### src/hdl/fpf_pkg.sv
// ----------------------------------------------------------------------------
// Framebuffer fill engine package
// Shared constants and the command and result transaction types.
// ----------------------------------------------------------------------------
package fpf_pkg;

  localparam int CANVAS_WIDTH_DEF  = 600;
  localparam int CANVAS_HEIGHT_DEF = 400;

  localparam int PIX_W   = 24;
  localparam int CHAN_W  = 8;
  localparam int NCHAN   = 3;
  localparam int COORD_W = 12;
  localparam int NUM_W   = 20;

  localparam logic [2:0] ACT_PIXEL    = 3'd0;
  localparam logic [2:0] ACT_HSPAN    = 3'd1;
  localparam logic [2:0] ACT_VSPAN    = 3'd2;
  localparam logic [2:0] ACT_RECT     = 3'd3;
  localparam logic [2:0] ACT_DISK     = 3'd4;
  localparam logic [2:0] ACT_GRADIENT = 3'd5;
  localparam logic [2:0] ACT_READ     = 3'd6;
  localparam logic [2:0] ACT_UNDEF    = 3'd7;

  typedef struct packed {
    logic [2:0]                action;
    logic signed [COORD_W-1:0] x_first;
    logic signed [COORD_W-1:0] y_first;
    logic signed [COORD_W-1:0] x_second;
    logic signed [COORD_W-1:0] y_second;
    logic [9:0]                radius;
    logic [PIX_W-1:0]          color_a;
    logic [PIX_W-1:0]          color_b;
  } cmd_t;

  typedef struct packed {
    logic             rejected;
    logic [PIX_W-1:0] pixel_color;
  } res_t;

endpackage

### src/hdl/fpf_div.sv
// ----------------------------------------------------------------------------
// Gradient channel divider
// Restoring division of three channel numerators by one span, one
// quotient bit per cycle into an eight-bit quotient per channel.
// ----------------------------------------------------------------------------
module fpf_div (
  input  logic                                          clk,
  input  logic                                          rst,
  input  logic                                          start,
  input  logic [fpf_pkg::NCHAN-1:0][fpf_pkg::NUM_W-1:0] num,
  input  logic [fpf_pkg::COORD_W-1:0]                   den,
  output logic                                          done,
  output logic [fpf_pkg::PIX_W-1:0]                     quot
);

  logic [3:0] cnt;
  logic [fpf_pkg::NCHAN-1:0][fpf_pkg::COORD_W-1:0] rem;
  logic [fpf_pkg::NCHAN-1:0][fpf_pkg::CHAN_W-1:0]  low;
  logic [fpf_pkg::NCHAN-1:0][fpf_pkg::COORD_W:0]   trial;
  logic [fpf_pkg::NCHAN-1:0]                       fits;

  always_comb begin
    for (int c = 0; c < fpf_pkg::NCHAN; c++) begin
      trial[c] = {rem[c], low[c][fpf_pkg::CHAN_W-1]};
      fits[c]  = trial[c] >= {1'b0, den};
    end
  end

  always_ff @(posedge clk) begin
    if (rst) begin
      cnt  <= '0;
      done <= 1'b0;
    end else begin
      done <= 1'b0;
      if (start) begin
        cnt <= 4'd8;
      end else if (cnt != 4'd0) begin
        cnt <= cnt - 4'd1;
        if (cnt == 4'd1) begin
          done <= 1'b1;
        end
      end
    end
  end

  always_ff @(posedge clk) begin
    for (int c = 0; c < fpf_pkg::NCHAN; c++) begin
      if (start) begin
        rem[c] <= num[c][fpf_pkg::NUM_W-1:fpf_pkg::CHAN_W];
        low[c] <= num[c][fpf_pkg::CHAN_W-1:0];
      end else if (cnt != 4'd0) begin
        rem[c] <= fits[c] ? fpf_pkg::COORD_W'(trial[c] - {1'b0, den})
                          : trial[c][fpf_pkg::COORD_W-1:0];
        low[c] <= {low[c][fpf_pkg::CHAN_W-2:0], fits[c]};
      end
    end
  end

  assign quot = low;

endmodule

### config.mk
export PLATFORM = sky130hd
export DESIGN_NAME = fpf_div
export DESIGN_NICKNAME = d
export VERILOG_FILES = /design/src/hdl/fpf_pkg.sv /design/src/hdl/fpf_div.sv
export SDC_FILE = /design/constraint.sdc
export NUM_CORES = 1
export LEC_CHECK = 0
export ABC_AREA = 1
export BUFFER_PORTS_ARGS = -buffer_cell sky130_fd_sc_hd__buf_2
export CAP_MARGIN = 25
export CORE_MARGIN = 2
export CORE_UTILIZATION = 52
export DETAILED_ROUTE_END_ITERATION = 8
export GPL_TIMING_DRIVEN = 1
export PLACE_DENSITY = 0.77
export SYNTH_ARGS = -nofsm -noshare
export SYNTH_HDL_FRONTEND = slang
export SYNTH_SLANG_ARGS = --single-unit
### constraint.sdc
create_clock -name clk -period 2.7 [get_ports clk]
set_input_delay 0.135 -clock clk [delete_from_list [all_inputs] [get_ports clk]]
set_output_delay 0.135 -clock clk [all_outputs]
set_load 0.005 [all_outputs]
==> run summary <==
Warnings, synthesis = 0
Crit Path Category = reg2reg
GRT overflow = 0
Switching Fraction = 46.4%
hold slack = 0.00949 ns
Total Power = 0.00589 W
initial antenna violation count = 0
Worst path slowest cell = edfxtp_1
Period minus WS final = 2.25 ns
Antenna Cells = 0
Ports = 100
status = finished clean
CTS H-tree lvls = 3
crit path launch type = flop
first-pass GRT wire length = 23.6 mm
vias = 5422
Nets = 1021
hold path endpoint = cnt[3]$_SDFFE_PP0P_
number of buffers created by CTS = 9
die area = 0.0119 sq mm
actual slew at the worst max-slew pin = 0.667 ns
register-to-register setup slack = 0.45 ns
site row count = 38
DP Wirelength = 11.2 mm
HP Start = rst
Final GP Congestion = 0.974
post-DR vias/cell = 5.16
final instance area = 0.00655 sq mm
Clock power frac = 14.6%
# DRC = 0
Post-Syn Nets = 920
clk sinks = 65
number of synthesized flops with an enable pin = 60
Max Root-Sink Buffers = 2
Cell variety after synth = 35
cell mode on critical path = nand2_1
Post-Route Setup TNS = 0 ns
Fill cells = 1025
Crit. End Element = flop
largest net degree at the start of global routing = 63
Max Slew Vio Count = 0
worst-path maximum fanout = 7
die width = 109 um
mean post-synth cell area = 7.11 sq um
FF+latch count, synth = 65
Post-Synthesis Cells = 804
core area = 0.0108 sq mm
Starting Density = 53.0%
Post-synth ARST share = 0%
max incr delay on CP = 0.44 ns
final wirelength = 14.7 mm
register share of total power = 29.3%
final setup vio count = 0
TritonRoute pass-1 iters = 5
antenna-violating nets left = 0
area delta synth->final = 14.5%
final worst-path cycle share = 83.2%
worst rel slew slack = 55.6%
ys flop type = edfxtp_1
post-cts sizing count = 0
root buffer cell = clkbuf_8
clock latency at the later pin of the worst-skew pair = 0.37 ns
Req. time, crit path = 2.82 ns
worst min path class = in2reg
hold path cells = 3
Sw Pwr = 0.00273 W
fraction of layout cells with a size suffix above 1 = 19.7%
Initial DRC Count = 390
WL per Instance = 14.0 um
vias in the first global route = 4969
CTS tree = built
CP arrival = 2.37 ns
Critical R2R Launch = rem[14]$_DFFE_PP_
Internal = 0.00315 W
reg-to-reg critical path endpoint = rem[18]$_DFFE_PP_
max_cap viols = 0
IO Port Bufs = 99
clock skew = 0.0143 ns
combinational power share = 56.1%
Final Hold Vio Count = 0
clk slew on worst S/H paths = 0.09 ns
Pwr Density = 899 mW/mm^2
placed cell count = 1034
path depth of the worst reg2reg path = 11
post-CTS setup repair buffer count = 0
Seq/Total Area, Yosys = 33.3%
crit-path cells = ha_1 > nand2_1 > nor2_1 > nand2_1 > nand3_1 > nand2_1 > nand3_2 > buf_4 > nand3_1 > nand3_1 > nand2_1
cell area after synthesis = 0.00572 sq mm
worst vdd ir = 0.000440 V
Tot GR Track Use = 25.9%
Post-DP Area = 0.00634 sq mm
die height = 109 um
Post-Layout Cell Count = 1050
RSZ-0062 raised after global routing = no
P_leak = 3.52 nW
# hold bufs at CTS = 0
fmax = 0.445 GHz
flip-flops by register name (all words and copies together), names as in the netlist:
register  cells
rem          36
quot         24
cnt           4
done          1
cell usage in the layout (no fill, tap or decap), types with 2 or more instances in the layout:
master and n:
clkbuf_8 9, nand3_1 65, nand3_4 4, nand2_2 13
nand2_4 2, dfxtp_1 5, o21ai_0 8, nand2_1 312
a21oi_1 13, xnor2_1 15, inv_1 121, fa_1 3
a21oi_4 2, buf_4 10, o21ai_2 2, edfxtp_1 60
buf_2 99, ha_1 38, nor2_2 2, inv_2 5
clkinv_4 2, nand3_2 17, nor2_4 4, nor3_1 5
nor3_4 2, nand3b_1 2, nand4_1 38, nor2_1 42
inv_6 3
stage by stage:
step	util [%]	setup WS [ns]
finish	60.7	0.452
global route	60.7	0.298
CTS	60.7	0.495
detailed placement	58.8	0.521
global placement	58.8	0.522
floorplan	-	0.195
routing by layer:
layer | vias up | GRT usage (%) | part of all wire (%)
li1 | 2795 | - | -
met1 | 2416 | 35.3 | 46
met2 | 184 | 40.8 | 45
met3 | 27 | 5.32 | 7.1
met4 | 0 | 9.16 | 2.2
met5 | - | 0 | 0
power by group through the flow:
stage                     clock network [W]  registers (W)  logic [W]
after floorplan                           0        0.00169    0.00261
after global placement                    0        0.00174    0.00322
after detailed placement                  0        0.00174    0.00325
after CTS                          0.000875        0.00172    0.00328
after global routing               0.000924        0.00175    0.00374
final                              0.000862        0.00172    0.00330
cell type report:
cell class / count / area (sq um) / share of cell area [%]
clock buffer: 10 / 149 / 2.27
timing repair buffer: 109 / 571 / 8.72
inverter: 126 / 473 / 7.22
clock inverter: 6 / 55.1 / 0.841
tap: 140 / 175 / 2.68
sequential: 65 / 1900 / 29.1
multi-input combinational: 594 / 3220 / 49.2
synthesized netlist by cell type, types with 10 or more instances:
library cell / number / area [sq um]
nand4_1: 38 / 238
inv_1: 121 / 454
edfxtp_1: 60 / 1800
nand2_2: 12 / 75.1
nand2_1: 313 / 1170
nor2_1: 42 / 158
xnor2_1: 15 / 131
nand3_1: 65 / 325
clkbuf_1: 10 / 37.5
a21oi_1: 13 / 65.1
ha_1: 38 / 475
nand3_2: 17 / 170
worst max-delay path by stage:
stage | from | end | depth (start not counted)
after detailed placement | rem[14]$_DFFE_PP_ | rem[14]$_DFFE_PP_ | 11
after global placement | rem[14]$_DFFE_PP_ | rem[18]$_DFFE_PP_ | 11
after CTS | rem[14]$_DFFE_PP_ | rem[14]$_DFFE_PP_ | 11
after floorplan | start | quot[0]$_DFFE_PP_ | 4
final | rem[14]$_DFFE_PP_ | rem[18]$_DFFE_PP_ | 11
after global routing | quot[7]$_DFFE_PP_ | rem[6]$_DFFE_PP_ | 12
worst max-delay path: cells and delay by family, from the launching register on:
| kind | cells | cell delay (ns) |
|---|---|---|
| DFF | 1 | 0.44 |
| adders and majority gates | 1 | 0.40 |
| buffers and inverters | 1 | 0.18 |
| and+or+nand+nor | 9 | 0.98 |
logic make-up after synthesis:
family | count (synthesis) | synth area share, %
AO/OA/AOI/OAI | 27 | 2.98
XOR/XNOR | 15 | 2.30
adder cells (fa/ha/maj) | 41 | 9.37
buffers and inverters | 145 | 10.4
flip-flops | 65 | 33.3
AND/OR/NAND/NOR | 511 | 41.7
Power figures use the tool's default switching activity.
